File: src/hw/rtl/dsi_pkg.sv
// ----------------------------------------------------------------------------
// dsi_pkg - shared types and constants of the decimal string parser
// Character codes, parse phases, sign and status codes, register indexes.
// ----------------------------------------------------------------------------
`default_nettype none

package dsi_pkg;

    // Character codes
    localparam logic [7:0] CH_NUL   = 8'd0;
    localparam logic [7:0] CH_TAB   = 8'd9;   // first of the control whitespace run
    localparam logic [7:0] CH_CR    = 8'd13;  // last of the control whitespace run
    localparam logic [7:0] CH_SPACE = 8'd32;
    localparam logic [7:0] CH_PLUS  = 8'd43;
    localparam logic [7:0] CH_MINUS = 8'd45;
    localparam logic [7:0] CH_ZERO  = 8'd48;
    localparam logic [7:0] CH_NINE  = 8'd57;

    // Configuration register indexes
    localparam logic CFG_SIGNED_MODE  = 1'b0;
    localparam logic CFG_RESULT_WIDTH = 1'b1;

    // Result width codes (code three behaves as 32 bits)
    localparam logic [1:0] W_8  = 2'd0;
    localparam logic [1:0] W_16 = 2'd1;
    localparam logic [1:0] W_32 = 2'd2;

    typedef enum logic [1:0] {
        PH_START  = 2'd0,
        PH_SPACE  = 2'd1,
        PH_DIGITS = 2'd2,
        PH_IGNORE = 2'd3
    } t_phase;

    typedef enum logic [1:0] {
        SG_NONE  = 2'd0,
        SG_PLUS  = 2'd1,
        SG_MINUS = 2'd2
    } t_sign;

    typedef enum logic [1:0] {
        ST_OK  = 2'd0,
        ST_BAD = 2'd1,
        ST_OVF = 2'd2
    } t_status;

    // What a character step produces
    typedef enum logic [1:0] {
        EV_NONE = 2'd0,
        EV_BAD  = 2'd1,
        EV_OVF  = 2'd2,
        EV_FIN  = 2'd3
    } t_event;

endpackage

`default_nettype wire

File: src/hw/rtl/decimal_string_to_integer.sv
// ----------------------------------------------------------------------------
// decimal_string_to_integer - streaming decimal text to integer parser
// Parses one character per transfer, emits one result per string.
// ----------------------------------------------------------------------------
//
//  Channel  | Signals                                   | Dir | Transfer when
//  ---------+-------------------------------------------+-----+---------------------
//  char in  | i_valid, o_ready, i_char_code             | in  | i_valid & o_ready
//  result   | o_valid, i_ready, o_value, o_status,      | out | o_valid & i_ready
//           | o_consumed                                |     |
//  config   | i_cfg_we, i_cfg_index, i_cfg_data         | in  | i_cfg_we
//
//  One character per cycle sustained while results are taken. A character
//  waits in the input register; the step logic (multiply by ten, add, range
//  checks) then updates the parse state and, where a result arises, loads
//  the result register, which drives o_valid until the result transfers.
//  Reset is synchronous, active low: parse state cleared, signed mode on,
//  32 bit width. If the result register is full and not taken, the input
//  register holds its character and o_ready drops; otherwise characters flow.
//
`default_nettype none

module decimal_string_to_integer #(
    parameter int COUNT_WIDTH = 16
) (
    input  wire         i_clk,
    input  wire         i_rst_n,
    // character channel
    input  wire         i_valid,
    output logic        o_ready,
    input  wire  [7:0]  i_char_code,
    // result channel
    output logic        o_valid,
    input  wire         i_ready,
    output logic [31:0] o_value,
    output logic [1:0]  o_status,
    output logic [15:0] o_consumed,
    // configuration
    input  wire         i_cfg_we,
    input  wire  [0:0]  i_cfg_index,
    input  wire  [1:0]  i_cfg_data
);
    import dsi_pkg::*;

    // configuration registers
    logic       r_signed_mode;
    logic [1:0] r_result_width;

    // input register
    logic       r_in_valid;
    logic [7:0] r_char;

    // parse state
    t_phase                 r_phase, n_phase;
    t_sign                  r_sign,  n_sign;
    logic [31:0]            r_acc,   n_acc;
    logic [COUNT_WIDTH-1:0] r_dc,    n_dc;
    logic [COUNT_WIDTH-1:0] r_sc,    n_sc;
    t_event                 w_event;

    // result register
    logic        r_out_valid;
    logic [31:0] r_value,    n_value;
    t_status     r_status,   n_status;
    logic [15:0] r_consumed, n_consumed;

    logic w_step;

    // The step fires when a character is held and the result register is free or being taken
    assign w_step  = r_in_valid && (!r_out_valid || i_ready);
    assign o_ready = !r_in_valid || w_step;

    // ---------------- character classes ----------------
    logic        w_zero, w_digit, w_space, w_plus, w_minus, w_pm;
    logic [3:0]  w_dval;
    logic [7:0]  w_dsub;
    logic [35:0] w_x10;
    logic [35:0] w_accsum;
    logic        w_accovf;

    assign w_zero  = (r_char == CH_NUL);
    assign w_digit = (r_char >= CH_ZERO) && (r_char <= CH_NINE);
    assign w_space = (r_char == CH_SPACE) || ((r_char >= CH_TAB) && (r_char <= CH_CR));
    assign w_plus  = (r_char == CH_PLUS);
    assign w_minus = (r_char == CH_MINUS);
    assign w_pm    = w_plus || w_minus;
    assign w_dsub  = r_char - CH_ZERO;
    assign w_dval  = w_dsub[3:0];

    // acc*10 + d; anything above 32 bits is an accumulation overflow
    assign w_x10    = 36'({r_acc, 3'b000}) + 36'({r_acc, 1'b0});
    assign w_accsum = w_x10 + 36'(w_dval);
    assign w_accovf = |w_accsum[35:32];

    // ---------------- next state ----------------
    always_comb begin
        logic to_digits;
        to_digits = 1'b0;
        n_phase = r_phase;
        n_sign  = r_sign;
        n_acc   = r_acc;
        n_dc    = r_dc;
        n_sc    = r_sc;
        w_event = EV_NONE;

        case (r_phase)
            PH_IGNORE: begin
                if (w_zero) begin
                    n_phase = PH_START;
                    n_sign  = SG_NONE;
                    n_acc   = '0;
                    n_dc    = '0;
                    n_sc    = '0;
                end
            end
            PH_START, PH_SPACE: begin
                if (r_phase == PH_START && r_signed_mode && w_pm) begin
                    // leading sign, whitespace may follow
                    n_sign  = w_minus ? SG_MINUS : SG_PLUS;
                    n_phase = PH_SPACE;
                end else if (w_space) begin
                    n_sc    = (r_sc == '1) ? r_sc : r_sc + 1'b1;
                    n_phase = PH_SPACE;
                end else if (r_signed_mode && r_sign == SG_NONE && w_pm) begin
                    n_sign  = w_minus ? SG_MINUS : SG_PLUS;
                    n_phase = PH_DIGITS;
                end else if (!r_signed_mode && w_plus) begin
                    // unsigned plus counts as skipped
                    n_sc    = (r_sc == '1) ? r_sc : r_sc + 1'b1;
                    n_phase = PH_DIGITS;
                end else begin
                    to_digits = 1'b1;
                end
            end
            PH_DIGITS: begin
                to_digits = 1'b1;
            end
            default: begin
                to_digits = 1'b0;
            end
        endcase

        if (to_digits) begin
            if (w_zero) begin
                w_event = (r_dc == '0) ? EV_BAD : EV_FIN;
                n_phase = PH_START;
                n_sign  = SG_NONE;
                n_acc   = '0;
                n_dc    = '0;
                n_sc    = '0;
            end else if (w_digit) begin
                if (w_accovf) begin
                    w_event = EV_OVF;
                    n_phase = PH_IGNORE;
                end else begin
                    n_acc   = w_accsum[31:0];
                    n_dc    = (r_dc == '1) ? r_dc : r_dc + 1'b1;
                    n_phase = PH_DIGITS;
                end
            end else begin
                // early stop only with digits and a sign in signed mode
                n_phase = PH_IGNORE;
                w_event = (r_signed_mode && r_dc != '0 && r_sign != SG_NONE) ? EV_FIN
                                                                             : EV_BAD;
            end
        end
    end

    // ---------------- result ----------------
    logic                   w_neg, w_rng_ovf, w_wid_ovf;
    logic [31:0]            w_sval;
    logic [COUNT_WIDTH:0]   w_cnt_sum;
    logic [COUNT_WIDTH-1:0] w_cnt_sat;
    logic [32:0]            w_cnt_ext;
    logic [15:0]            w_cnt;

    assign w_neg     = (r_sign == SG_MINUS);
    assign w_rng_ovf = r_signed_mode &&
                       ((!w_neg && r_acc[31]) || (w_neg && r_acc > 32'h8000_0000));
    assign w_sval    = (r_signed_mode && w_neg) ? (32'd0 - r_acc) : r_acc;

    always_comb begin
        w_wid_ovf = 1'b0;
        case (r_result_width)
            W_8: begin
                if (r_signed_mode) begin
                    w_wid_ovf = !((w_sval[31:7] == '0) || (w_sval[31:7] == '1));
                end else begin
                    w_wid_ovf = (w_sval[31:8] != '0);
                end
            end
            W_16: begin
                if (r_signed_mode) begin
                    w_wid_ovf = !((w_sval[31:15] == '0) || (w_sval[31:15] == '1));
                end else begin
                    w_wid_ovf = (w_sval[31:16] != '0);
                end
            end
            default: begin
                w_wid_ovf = 1'b0;
            end
        endcase
    end

    // digits + skipped + sign, saturated at the counter max and at 16 bits
    assign w_cnt_sum = {1'b0, r_dc} + {1'b0, r_sc} +
                       (COUNT_WIDTH+1)'(r_signed_mode && r_sign != SG_NONE);
    assign w_cnt_sat = w_cnt_sum[COUNT_WIDTH] ? '1 : w_cnt_sum[COUNT_WIDTH-1:0];
    assign w_cnt_ext = 33'(w_cnt_sat);
    assign w_cnt     = (w_cnt_ext > 33'd65535) ? 16'hFFFF : w_cnt_ext[15:0];

    always_comb begin
        n_value    = '0;
        n_status   = ST_OK;
        n_consumed = '0;
        case (w_event)
            EV_BAD: begin
                n_status = ST_BAD;
            end
            EV_OVF: begin
                n_status = ST_OVF;
            end
            EV_FIN: begin
                if (w_rng_ovf || w_wid_ovf) begin
                    n_status = ST_OVF;
                end else begin
                    n_value    = w_sval;
                    n_consumed = w_cnt;
                end
            end
            default: begin
                n_status = ST_OK;
            end
        endcase
    end

    // ---------------- registers ----------------
    always_ff @(posedge i_clk) begin
        if (!i_rst_n) begin
            r_signed_mode  <= 1'b1;
            r_result_width <= W_32;
        end else if (i_cfg_we) begin
            case (i_cfg_index)
                CFG_SIGNED_MODE:  r_signed_mode  <= i_cfg_data[0];
                CFG_RESULT_WIDTH: r_result_width <= i_cfg_data;
                default:          r_signed_mode  <= r_signed_mode;
            endcase
        end
    end

    always_ff @(posedge i_clk) begin
        if (!i_rst_n) begin
            r_in_valid <= 1'b0;
        end else if (o_ready) begin
            r_in_valid <= i_valid;
        end
    end

    always_ff @(posedge i_clk) begin
        if (o_ready && i_valid) begin
            r_char <= i_char_code;
        end
    end

    always_ff @(posedge i_clk) begin
        if (!i_rst_n) begin
            r_phase <= PH_START;
            r_sign  <= SG_NONE;
            r_acc   <= '0;
            r_dc    <= '0;
            r_sc    <= '0;
        end else if (w_step) begin
            r_phase <= n_phase;
            r_sign  <= n_sign;
            r_acc   <= n_acc;
            r_dc    <= n_dc;
            r_sc    <= n_sc;
        end
    end

    always_ff @(posedge i_clk) begin
        if (!i_rst_n) begin
            r_out_valid <= 1'b0;
        end else if (w_step && w_event != EV_NONE) begin
            r_out_valid <= 1'b1;
        end else if (i_ready) begin
            r_out_valid <= 1'b0;
        end
    end

    always_ff @(posedge i_clk) begin
        if (w_step && w_event != EV_NONE) begin
            r_value    <= n_value;
            r_status   <= n_status;
            r_consumed <= n_consumed;
        end
    end

    assign o_valid    = r_out_valid;
    assign o_value    = r_value;
    assign o_status   = r_status;
    assign o_consumed = r_consumed;

endmodule

`default_nettype wire

File: config.mk
export PLATFORM = sky130hd
export DESIGN_NAME = decimal_string_to_integer
export DESIGN_NICKNAME = d
export VERILOG_FILES = /design/src/hw/rtl/dsi_pkg.sv /design/src/hw/rtl/decimal_string_to_integer.sv
export SDC_FILE = /design/constraint.sdc
export NUM_CORES = 1
export LEC_CHECK = 0
export BUFFER_PORTS_ARGS = -buffer_cell sky130_fd_sc_hd__buf_2
export CORE_AREA = 2 2 161 163
export DETAILED_ROUTE_END_ITERATION = 12
export DIE_AREA = 0 0 163 165
export HOLD_SLACK_MARGIN = 0.03
export PLACE_DENSITY = 0.66
export SETUP_SLACK_MARGIN = 0.1
export SLEW_MARGIN = 10
export SYNTH_ARGS = -nofsm -noshare
export SYNTH_HDL_FRONTEND = slang
export SYNTH_SLANG_ARGS = --single-unit
File: constraint.sdc
create_clock -name i_clk -period 8 [get_ports i_clk]
set_clock_uncertainty 0.1 [all_clocks]
set_input_delay 0.4 -clock i_clk [delete_from_list [all_inputs] [get_ports i_clk]]
set_output_delay 0.4 -clock i_clk [all_outputs]
set_load 0.05 [all_outputs]
# Yosys cells after proc, flatten, opt, wreduce, memory -nomap -nowiden
# Cells that the tools add are included.
# Widths: inputs -> output; s select.
[classes]
n_addsub = 8
multipliers = 0
div_mod_pow = 0
magnitude_cmp = 6
eq_ne = 18
shift = 0
n_mux = 61
n_bitwise = 2
n_reduce_logical = 52
[ops]
columns = ["cell", "count"]
rows = [
  ["$mux 16", 17],
  ["$mux 32", 7],
  ["$mux 2", 22],
  ["$add 35x33->36", 1],
  ["$add 36x4->36", 1],
  ["$add 16x1->16 const B", 2],
  ["$eq 16x16->1 const B", 2],
  ["$gt 32x32->1 const B", 1],
  ["$pmux 16 s2", 1],
  ["$reduce_bool 16->1", 2],
  ["$sub 1x32->32 const A", 1],
  ["$eq 25x25->1 const B", 1],
  ["$logic_not 25->1", 1],
  ["$eq 8x6->1 const B", 3],
  ["$reduce_bool 24->1", 1],
  ["$add 16x16->17", 1],
  ["$add 17x1->17", 1],
  ["$eq 17x17->1 const B", 1],
  ["$logic_and 1x1->1", 17],
  ["$logic_not 17->1", 1],
  ["$gt 16x16->1 const B", 1],
  ["$logic_not 16->1", 1],
  ["$eq 2x2->1 const B", 5],
  ["$mux 1", 9],
  ["other kinds (23)", 47],
]
[totals]
register_bits = 131
latchBits = 0
ram_bits = 0
rom_bits = 0
input_bits = 16
memories = 0

# Logic depth before layout (Yosys ltp)
# Gate-level depths: netlist of the first run.
[depth]
word_depth = 11
mapped_depth = 16

# Least setup slack after synthesis of the first run
# No wires, ideal clock.
[synth_path]
path_kind = "reg-to-reg"
from = "register r_char[3]"
to = "register r_consumed[0], in the netlist o_consumed[0] (enable)"
t_arrival_ns = 5.593
path_slack_ns = 1.849
stages_incl_launch_ff = 16
path_buffers = 2
period_less_slack_ns = 6.151
cell_sequence = "edfxtp_1 > inv_1 > fa_1 > inv_1 > ha_1 > a211oi_1 > o211a_1 > or3_1 > or4_1 > nand2_1 > a31oi_1 > o2111a_1 > clkbuf_1 > clkbuf_1 > o21a_1 > nor2_1"
[synth_between]
elab_chain_cells = 10
elab_cells_between_ends = 29
cone_classes = "add/sub (2); order compare (4); eq/ne (3); mux (9); reduce/logical (11)"
[synth_rtl]
columns = ["element", "line", "source"]
rows = [
  ["from (decl)", "decimal_string_to_integer.sv:51", "logic [7:0] r_char;"],
  ["from (signal assigned)", "decimal_string_to_integer.sv:261", "r_char <= i_char_code;"],
  ["branches (longest 7 deep; another with $add 36x4->36)", "-", ""],
  ["$mux 2 (*)", "decimal_string_to_integer.sv:143", "if (to_digits) begin"],
  ["$reduce_bool 2->1 (*)", "decimal_string_to_integer.sv:292", "if (w_step && w_event != EV_NONE) begin"],
  ["$logic_and 1x1->1 (*)", "decimal_string_to_integer.sv:292", ""],
  ["to (signal assigned)", "decimal_string_to_integer.sv:295", "r_consumed <= n_consumed;"],
  ["to (decl)", "decimal_string_to_integer.sv:65", "logic [15:0] r_consumed, n_consumed;"],
]
# Every way passes the cells marked *.
# A chain may end at the register's enable or synchronous reset.

# Worst setup path after layout of the first run
[layout_path]
from = "register r_char[3]"
to = "register r_acc[22]"
[layout_between]
elab_chain_cells = 8
elab_cells_between_ends = 29
cone_classes = "add/sub (2); order compare (4); eq/ne (3); mux (11); reduce/logical (9)"
[layout_rtl]
columns = ["element", "line", "source"]
rows = [
  ["branches (longest 7 deep; another with $add 36x4->36)", "-", ""],
  ["$mux 32 (*)", "decimal_string_to_integer.sv:143", ""],
  ["to (signal assigned)", "decimal_string_to_integer.sv:275", "r_acc <= n_acc;"],
  ["to (decl)", "decimal_string_to_integer.sv:56", "logic [31:0] r_acc, n_acc;"],
]
# Marks and branches as above.

==> key figures, run 1 <==
STA
  • Fin worst setup slack: 3.13 ns
  • Slew HR: 0.212
  • Final Hold Viols: 0
  • Unrepaired setup endpoints after global routing: no
  • Slew Limit Fails: 0
  • Max Fclk: 205 MHz
  • Crit share post-route: 0.609
  • Final-report setup violation count: 0
  • Setup TNS: 0 ns
  • Min Tclk post-route: 4.87 ns
  • Slew @ Worst Pin: 1.18 ns

Drt
  • Wl on met1: 13.5 mm
  • Via-per-instance ratio: 5.94
  • Final ANT Viol Nets: 0
  • Met3 WL post-DR: 1.66 mm
  • Drt first pass iters: 8
  • DR vias: 9,761
  • Met2 WL: 12.9 mm
  • Routed wire length: 28.5 mm
  • DR WL/cell: 17.4 um
  • Top Metal Used: met4
  • Starting DRT DRC Count: 813
  • Drc violations: 0

Layout
  • Area grow syn2layout: 11.1%
  • Nets: 1,403
  • # fillers: 2,438
  • Post-route core utilization: 0.462
  • Antenna Cells: 0
  • Post-layout instance count excluding filler cells: 1,644
  • Layout cells sized above 1: 0.110

Clocking
  • Cts repair resizes: 0
  • CTS tree: built
  • Clock Tree Root: clkbuf_16
  • Clk Latency, worst-skew pair: 0.43 ns
  • Num CTS Buffers: 17
  • Worst-path clk slew: 0.06 ns
  • Hold_buf cts: 0
  • CTS H-tree depth: 4
  • Setup repair bufs after CTS: 0
  • # clock sinks: 131
  • Max clock buf depth: 2

Worst setup path
  • CP Launch Point: r_char[3]$_DFFE_PP_
  • R2r endpoint: r_acc[22]$_SDFFE_PN0P_
  • CP Class: reg -> reg
  • Crit-path most repeated cell: inv_1
  • Worst EP arrival: 5.11 ns
  • R2R Path Start: r_char[3]$_DFFE_PP_
  • Crit-path cells: inv_1, fa_1, inv_1, ha_1, a211oi_1, o211a_1, o31ai_1, a31oi_1, or4_1, o211ai_1, o2111a_1, buf_4, and2_1, a21oi_1, nor3b_1
  • CP max stage cell: and2_1
  • Worst Path Max Fanout: 31
  • CP peak stage delay: 0.95 ns
  • Worst R2R Path Depth: 15
  • Flop2flop setup slack: 3.13 ns
  • Worst path required time: 8.24 ns
  • CP endpoint: r_acc[22]$_SDFFE_PN0P_
  • CP Capture Type: register
  • Startpoint Class: register

Placed design
  • Worst slack, placed: 3.18 ns
  • # placed instances: 1,612
  • Number of port buffers: 67
  • HPWL after DPL: 21.2 mm
  • Routability Congestion: 0.931

Yosys
  • Ys Warns: 0
  • Number of synthesized flops with an enable pin: 58
  • Synthesized cell area: 0.0104 sq mm
  • Post-synthesis register bit count: 131
  • Synth async-reset ratio: 0
  • Syn_nets: 1,383
  • Synth Instances: 1,281
  • Avg Cell Area, Syn: 8.13 sq um
  • Synth unique cells: 81
  • Sequential element share of the synthesized area: 0.308
  • Most used DFF post-synth: dfxtp_1

Worst hold path
  • Hold crit path type: in -> reg

Die
  • Initial Util: 0.416
  • Die W: 163 um
  • Core region area: 0.0250 sq mm
  • Die footprint: 0.0269 sq mm
  • Die height: 165 um
  • Site row count: 58
  • IO Count: 68

GRT
  • Grt ovf: 0
  • Largest net degree at the start of global routing: 61
  • Antenna violations before repair: 0
  • First-pass GRT wire length: 46.5 mm
  • Vias in the first global route: 8,966
  • GRT Util Overall: 0.215

Power
  • Leak: 4.66 nW
  • Peak supply drop: 136 uV
  • Power Dens Cells: 145 mW/mm^2

Job
  • Max_cap viols: 0

Run status
  • Status: complete, no violations
[sequential cells by signal (all words and copies together), names as in the netlist]
signal,flops
o_value,32
r_acc,32
o_consumed,16
r_dc,16
r_sc,16
r_char,8
o_status,2
r_phase,2
r_result_width,2
r_sign,2
o_valid,1
r_in_valid,1
r_signed_mode,1
[cell usage in the layout (no fill, tap or decap), drive strengths merged, types with 17 or more instances in the layout]
cell / Yosys / layout
a21oi: 118 / 118
and2: 22 / 22
nor3: 45 / 45
nor2: 115 / 115
a21o: 19 / 19
buf: 12 / 77
clkbuf: 64 / 18
dfxtp: 73 / 73
o21ai: 72 / 72
xnor2: 40 / 40
nor4: 20 / 20
xor2: 28 / 28
and3: 22 / 22
inv: 30 / 35
ha: 82 / 82
edfxtp: 58 / 58
a31oi: 17 / 17
nand2: 124 / 124
nand3: 58 / 58
[cell type report]
type	instances	area, sq um	share of cell area
Clock buffer	18	429	0.0371
Clock inverter	14	198	0.0171
Inverter	30	113	0.00974
Multi-Input combinational cell	1044	6800	0.588
Sequential cell	131	3200	0.277
Tap cell	330	413	0.0357
Timing Repair Buffer	77	410	0.0355
[worst max-delay path: cells and delay by family, from the launching register on]
family                     cells  cell delay, ns
AOI/OAI and AO/OA              7            1.24
adders and majority gates      2            0.84
buffers and inverters          3            0.48
DFF                            1            0.42
and+or+nand+nor                3            1.68
[where the power goes]
| group | internal [mW] | total, mW | switching [mW] |
|---|---|---|---|
| sequential | 0.713 | 0.725 | 0.0117 |
| clock | 0.526 | 0.846 | 0.320 |
| combinational | 0.0270 | 0.111 | 0.0839 |
| total | 1.27 | 1.68 | 0.416 |
[cells in the mapped netlist (7+ instances only)]
cell,instances,area (sq um)
a31oi_1,17,106
nor3b_1,7,52.6
clkbuf_1,63,236
ha_1,82,1030
a31o_2,13,114
dfxtp_1,73,1460
or4_1,9,67.6
nor4_1,20,125
nand2b_1,13,81.3
edfxtp_1,58,1740
a211oi_1,8,60.1
a21o_1,19,143
nand4_1,12,75.1
a21boi_0,13,97.6
xor2_1,28,245
or2_2,10,62.6
or3_1,7,43.8
nor2b_1,16,100
inv_1,30,113
o21ai_0,68,340
o41ai_1,8,70.1
a21oi_1,118,591
nand2_1,124,465
nor3_1,44,220
nand3b_1,8,60.1
o21a_1,7,52.6
o211ai_1,11,82.6
o31ai_1,8,60.1
xnor2_1,40,350
and2_1,21,131
and3_1,22,138
nor2_1,115,432
a22oi_1,13,97.6
nand3_1,58,290
[how the worst min path moves through the flow]
stage                                        start                             end  cells after the start
floorplan           r_result_width[1]$_SDFFE_PN1P_  r_result_width[1]$_SDFFE_PN1P_                      2
global placement    r_result_width[1]$_SDFFE_PN1P_  r_result_width[1]$_SDFFE_PN1P_                      2
detailed placement  r_result_width[1]$_SDFFE_PN1P_  r_result_width[1]$_SDFFE_PN1P_                      2
CTS                                 i_char_code[7]             r_char[7]$_DFFE_PP_                      1
global route                        i_char_code[7]             r_char[7]$_DFFE_PP_                      1
finish                              i_char_code[4]             r_char[4]$_DFFE_PP_                      1
[routing by layer]
metal,global-route usage,vias up
met5,0,-
met4,0.0619,0
met3,0.0269,27
met2,0.345,317
met1,0.302,4587
li1,-,4830
[stage by stage]
stage	total power, mW	cell area [sq um]	hold slack (ns)
3_3_place_gp	0.849	10900	0.365
3_5_place_dp	0.850	10900	0.372
2_1_floorplan	0.817	10400	0.340
6_report	1.68	11600	0.0522
5_1_grt	1.73	11600	0.0440
4_1_cts	1.69	11600	0.0361
[cell families after synthesis]
logic type / Yosys count / share of synthesized area
multiplexers: 7 / 0.00697
AO/OA/AOI/OAI: 382 / 0.243
buffers and inverters: 106 / 0.0404
AND/OR/NAND/NOR: 501 / 0.239
flip-flops: 131 / 0.308
XOR/XNOR: 68 / 0.0572
adder cells (fa/ha/maj): 86 / 0.106
(Power assumes the default switching activity.)
==> run 2: changes to the inputs <==
clock period = 4.8 ns   (was 8 ns; I/O delays follow)
==> run 2 against run 1 <==
Compared with the run above:
- sequential share of layout area is 0.83 points lower
- routed wire length is 2.8% higher
- register-to-register slack worse by 2.9 ns
- combinational power is 92% higher
- design area is 3.1% higher
- sequential cell count stayed put
- global-route usage is 0.26 points higher
- cell count is 1.9% higher
- hold slack better by 0.0083 ns
- sequential power is 67% higher
- critical endpoint is now o_status[1]$_DFFE_PP_
- largest power group unchanged
==> key figures, run 2 (synthesized netlist as in run 1, its figures left out) <==
Die
  • Die height: 165 um (unchanged)
  • Initial Util: 0.416 (unchanged)
  • Die W: 163 um (unchanged)
  • Die footprint: 0.0269 sq mm (unchanged)
  • IO Count: 68 (unchanged)
  • Site row count: 58 (unchanged)
  • Core region area: 0.0250 sq mm (unchanged)

Power
  • Power Dens Cells: 231 mW/mm^2 (was 145 mW/mm^2)
  • Sw frac: 0.251 (was 0.247)
  • NetSw: 689 uW (was 416 uW)
  • Peak supply drop: 254 uV (was 136 uV)
  • Seq pwr share: 0.439 (was 0.431)
  • Clk network pwr share: 0.483 (was 0.503)
  • Comb power frac: 0.077 (was 0.066)
  • Cell-internal power: 2.06 mW (was 1.27 mW)
  • Leak: 4.82 nW (was 4.66 nW)

Layout
  • Final instance area: 0.0119 sq mm (was 0.0116 sq mm)
  • # fillers: 2,417 (was 2,438)
  • Antenna Cells: 0 (unchanged)
  • Area grow syn2layout: 14.5% (was 11.1%)
  • Multi-input logic area: 0.00682 sq mm (was 0.00680 sq mm)
  • Nets: 1,435 (was 1,403)
  • Layout cells sized above 1: 0.124 (was 0.110)
  • Most frequent cells in the layout: nand2_1, a21oi_1, nor2_1 (unchanged)
  • Post-route core utilization: 0.476 (was 0.462)
  • Register area: 0.00320 sq mm (unchanged)
  • Most common cell after layout, fill and taps aside: nand2_1 (unchanged)

Clocking
  • CTS H-tree depth: 4 (unchanged)
  • CTS tree: built (unchanged)
  • # clock sinks: 131 (unchanged)
  • Max clock buf depth: 2 (unchanged)
  • Worst-path clk slew: 0.06 ns (about the same)
  • Clock Tree Root: clkbuf_16 (unchanged)
  • Clk Latency, worst-skew pair: 0.43 ns (about the same)
  • Num CTS Buffers: 17 (unchanged)

Drt
  • Routed wire length: 29.3 mm (was 28.5 mm)
  • Final ANT Viol Nets: 0 (unchanged)
  • Starting DRT DRC Count: 836 (was 813)
  • Via-per-instance ratio: 5.93 (was 5.94)
  • DR vias: 9,944 (was 9,761)
  • Drt first pass iters: 5 (was 8)
  • DR WL/cell: 17.5 um (was 17.4 um)
  • Drc violations: 0 (unchanged)

STA
  • Final Hold Viols: 0 (unchanged)
  • Min Tclk post-route: 4.52 ns (was 4.87 ns)
  • Slew Limit Fails: 0 (unchanged)
  • Final-report setup violation count: 0 (unchanged)
  • Crit share post-route: 0.943 (was 0.609)
  • Setup TNS: 0 ns (unchanged)
  • Unrepaired setup endpoints after global routing: no (unchanged)
  • Slew HR: 0.392 (was 0.212)
  • Slew @ Worst Pin: 0.911 ns (was 1.18 ns)
  • Max Fclk: 221 MHz (was 205 MHz)

Run status
  • Status: complete, no violations (unchanged)

Worst hold path
  • Hold crit path type: in -> reg (unchanged)
  • HP Start: i_ready (was i_char_code[4])

Worst setup path
  • R2R Path Start: r_char[3]$_DFFE_PP_ (unchanged)
  • Startpoint Class: register (unchanged)
  • Worst path required time: 4.84 ns (was 8.24 ns)
  • Worst EP arrival: 4.56 ns (was 5.11 ns)
  • CP Launch Point: r_char[3]$_DFFE_PP_ (unchanged)
  • CP Capture Type: register (unchanged)
  • CP Class: reg -> reg (unchanged)
  • Worst Path Max Fanout: 30 (was 31)

Placed design
  • HPWL after DPL: 21.4 mm (was 21.2 mm)
  • Routability Congestion: 0.946 (was 0.931)
  • Number of port buffers: 67 (unchanged)
  • Placed Area: 0.0111 sq mm (was 0.0109 sq mm)

GRT
  • Vias in the first global route: 9,171 (was 8,966)
  • Largest net degree at the start of global routing: 51 (was 61)
  • GRT Util Overall: 0.217 (was 0.215)
  • Grt ovf: 0 (unchanged)
  • Antenna violations before repair: 0 (unchanged)
  • First-pass GRT wire length: 47.2 mm (was 46.5 mm)

Job
  • Max_cap viols: 0 (unchanged)
-- run 2: timing repair --
item                                   in CTS  in global routing
setup endpoints to repair                   0                 66
resized for setup                           0                 10
hold buffers                               14                  0
endpoints found under the hold margin      12                  0
setup buffers                               0                  1
-- run 2: power by group through the flow --
stage / clock (mW) / sequential [mW] / combinational (mW)
4_1_cts: 1.35 / 1.21 / 0.197
6_report: 1.33 / 1.21 / 0.213
2_1_floorplan: 0 / 1.28 / 0.0823
3_3_place_gp: 0 / 1.23 / 0.186
3_5_place_dp: 0 / 1.23 / 0.188
5_1_grt: 1.39 / 1.21 / 0.228
-- run 2: routing by layer --
metal	routed length [um]	vias to the layer above	global-route usage
met4	731	0	0.0768
met3	1850	51	0.0296
met1	13600	4654	0.297
met2	13200	342	0.351
li1	-	4897	-
met5	0	-	0
-- run 2: final cells by class --
| type | instances | share of cell area |
|---|---|---|
| multi-input combinational | 1044 | 0.572 |
| sequential | 131 | 0.269 |
| timing repair buffer | 109 | 0.0652 |
| clock buffer | 21 | 0.0395 |
| tap | 330 | 0.0346 |
| clock inverter | 11 | 0.0106 |
| inverter | 30 | 0.00945 |
-- run 2: through the flow --
step	power (mW)	cells	hold WS [ns]	setup slack, ns
after CTS	2.75	1671	0.0523	0.200
after global placement	1.42	1625	0.322	0.308
final	2.75	1676	0.0605	0.276
after global routing	2.83	1676	0.0928	0.0968
after floorplan	1.36	1281	0.239	0.100
after detailed placement	1.42	1625	0.323	0.234
-- run 2: path summary, 6_finish.rpt --
check	slack, ns	depth (start not counted)	endpoint
setup / recovery	0.28	16	o_status[1]$_DFFE_PP_
hold / removal	0.06	3	o_valid$_SDFFE_PN0P_
setup reg to reg	0.28	16	o_status[1]$_DFFE_PP_
hold reg to reg	0.40	2	r_result_width[1]$_SDFFE_PN1P_
-- run 2: worst max-delay path, stage by stage (launching register included) --
cell and delay (ns):
edfxtp_1 0.41, inv_1 0.12, fa_1 0.54, inv_1 0.07
ha_1 0.29, a211oi_1 0.08, o211a_1 0.26, or3_1 0.42
or4_4 0.51, nand2_1 0.12, a31oi_1 0.10, o2111a_2 0.30
buf_8 0.18, o21a_1 0.23, nor2_4 0.18, buf_12 0.16
clkbuf_16 0.16
==> run 3: changes to the inputs <==
CORE_AREA = 8 8 167 169   (was 2 2 161 163)
DIE_AREA = 0 0 175 177   (was 0 0 163 165)
HOLD_SLACK_MARGIN = 0.1   (was 0.03)
==> run 3 against run 2 <==
Compared with the run above:
- cell count is 0.48% higher
- fmax is 0.14% lower
- global-route usage is 3.2 points lower
- routed wire length is 0.11% lower
- clock power hardly changed
- die area is 15% higher
- setup slack worse by 0.0066 ns
- sequential cell count stayed put
- design area is 0.10% higher
- critical endpoint is now o_value[8]$_SDFFCE_PP0P_
- largest cell class unchanged
- largest power group unchanged
==> key figures, run 3 (synthesized netlist as in run 1, its figures left out) <==
Run status
  • Status: complete, no violations (unchanged)

Placed design
  • HPWL after DPL: 21.4 mm (about the same)
  • Number of port buffers: 67 (unchanged)
  • Routability Congestion: 0.920 (was 0.946)
  • Placed Area: 0.0111 sq mm (about the same)

Layout
  • Final instance area: 0.0119 sq mm (about the same)
  • Layout cells sized above 1: 0.121 (was 0.124)
  • Nets: 1,438 (was 1,435)
  • Area grow syn2layout: 14.6% (was 14.5%)
  • Most frequent cells in the layout: nand2_1, a21oi_1, nor2_1 (unchanged)
  • Most common cell after layout, fill and taps aside: nand2_1 (unchanged)
  • Antenna Cells: 0 (unchanged)

Worst setup path
  • Worst path required time: 4.82 ns (was 4.84 ns)
  • Startpoint Class: register (unchanged)
  • CP Capture Type: register (unchanged)
  • CP Class: reg -> reg (unchanged)
  • Worst EP arrival: 4.55 ns (was 4.56 ns)
  • Worst Path Max Fanout: 29 (was 30)

STA
  • Crit share post-route: 0.944 (was 0.943)
  • Final-report setup violation count: 0 (unchanged)
  • Slew HR: 0.295 (was 0.392)
  • Slew Limit Fails: 0 (unchanged)
  • Slew @ Worst Pin: 1.06 ns (was 0.911 ns)
  • Setup TNS: 0 ns (unchanged)
  • Max Fclk: 221 MHz (about the same)
  • Min Tclk post-route: 4.53 ns (was 4.52 ns)
  • Unrepaired setup endpoints after global routing: yes (was no)
  • Final Hold Viols: 0 (unchanged)

Die
  • Die W: 175 um (was 163 um)
  • Die height: 177 um (was 165 um)
  • Site row count: 59 (was 58)
  • Initial Util: 0.409 (was 0.416)
  • Core region area: 0.0255 sq mm (was 0.0250 sq mm)
  • Die footprint: 0.0310 sq mm (was 0.0269 sq mm)
  • IO Count: 68 (unchanged)

Clocking
  • Worst-path clk slew: 0.06 ns (about the same)
  • CTS H-tree depth: 4 (unchanged)
  • Num CTS Buffers: 17 (unchanged)
  • Clock Tree Root: clkbuf_16 (unchanged)
  • CTS tree: built (unchanged)
  • # clock sinks: 131 (unchanged)
  • Clk Latency, worst-skew pair: 0.43 ns (about the same)
  • Max clock buf depth: 2 (unchanged)

GRT
  • GRT Util Overall: 0.185 (was 0.217)
  • Largest net degree at the start of global routing: 51 (unchanged)
  • Grt ovf: 0 (unchanged)
  • First-pass GRT wire length: 47.6 mm (was 47.2 mm)
  • Vias in the first global route: 9,189 (was 9,171)
  • Antenna violations before repair: 0 (unchanged)

Drt
  • DR vias: 9,985 (was 9,944)
  • Routed wire length: 29.3 mm (about the same)
  • Drt first pass iters: 5 (unchanged)
  • Final ANT Viol Nets: 0 (unchanged)
  • Starting DRT DRC Count: 745 (was 836)
  • Via-per-instance ratio: 5.93 (about the same)
  • DR WL/cell: 17.4 um (was 17.5 um)
  • Drc violations: 0 (unchanged)

Job
  • Max_cap viols: 0 (unchanged)

Worst hold path
  • Hold crit path type: in -> reg (unchanged)

Power
  • Power Dens Cells: 228 mW/mm^2 (was 231 mW/mm^2)
  • Leak: 4.83 nW (was 4.82 nW)
  • Peak supply drop: 227 uV (was 254 uV)
run 3: routing by layer:
layer  wire length, um  global-route usage  vias up
li1                  -                   -     4904
met5                 0                   0        -
met2             13300               0.291      359
met4               631              0.0678        0
met3              1820              0.0290       46
met1             13500               0.253     4676
run 3: through the flow:
step	power (mW)	std cells	hold WS [ns]	util	setup WS, ns
after global routing	2.81	1684	0.271	0.468	0.0803
after global placement	1.42	1628	0.317	0.434	0.346
after detailed placement	1.42	1628	0.318	0.434	0.269
final	2.73	1684	0.244	0.468	0.269
after CTS	2.73	1679	0.216	0.464	0.243
after floorplan	1.36	1281	0.239	-	0.100
run 3: cell type report:
class	instances	area, sq um
Sequential cell	131	3200
Inverter	30	113
Timing Repair Buffer	112	801
Multi-Input combinational cell	1044	6810
Fill cell	2446	13500
Clock inverter	15	158
Clock buffer	17	425
Tap cell	335	419
run 3: timing repair:
item                       4_1_cts  5_1_grt
hold endpoints to repair        13        0
resized for setup                0        6
setup endpoints to repair        0       66
hold buffers                    19        0
buffers inserted                 0        2
run 3: path summary, 6_finish.rpt:
kind	start	end	slack, ns	cells past startpoint
setup / recovery	r_char[3]$_DFFE_PP_	o_value[8]$_SDFFCE_PP0P_	0.27	16
hold / removal	i_rst_n	r_signed_mode$_SDFFE_PN1P_	0.24	2
setup reg to reg	r_char[3]$_DFFE_PP_	o_value[8]$_SDFFCE_PP0P_	0.27	16
hold reg to reg	o_valid$_SDFFE_PN0P_	o_valid$_SDFFE_PN0P_	0.46	2
run 3: report_power, final:
part	leakage [nW]	internal, mW	switching, mW
combinational	3.39	0.0669	0.147
clock	0.279	0.768	0.537
sequential	1.16	1.19	0.0188
total	4.83	2.02	0.702
run 3: worst max-delay path, cell delays in order, from the launching register on:
cell and delay (ns):
edfxtp_1 0.42, inv_1 0.13, fa_1 0.55, inv_1 0.06, ha_1 0.29, a211oi_1 0.08, o211a_1 0.25, or3_1 0.39
or4_1 0.50, nand2_1 0.12, a31oi_1 0.09, o2111a_2 0.30, buf_6 0.19, o21a_1 0.23, nor2_4 0.20, buf_4 0.16
buf_12 0.14
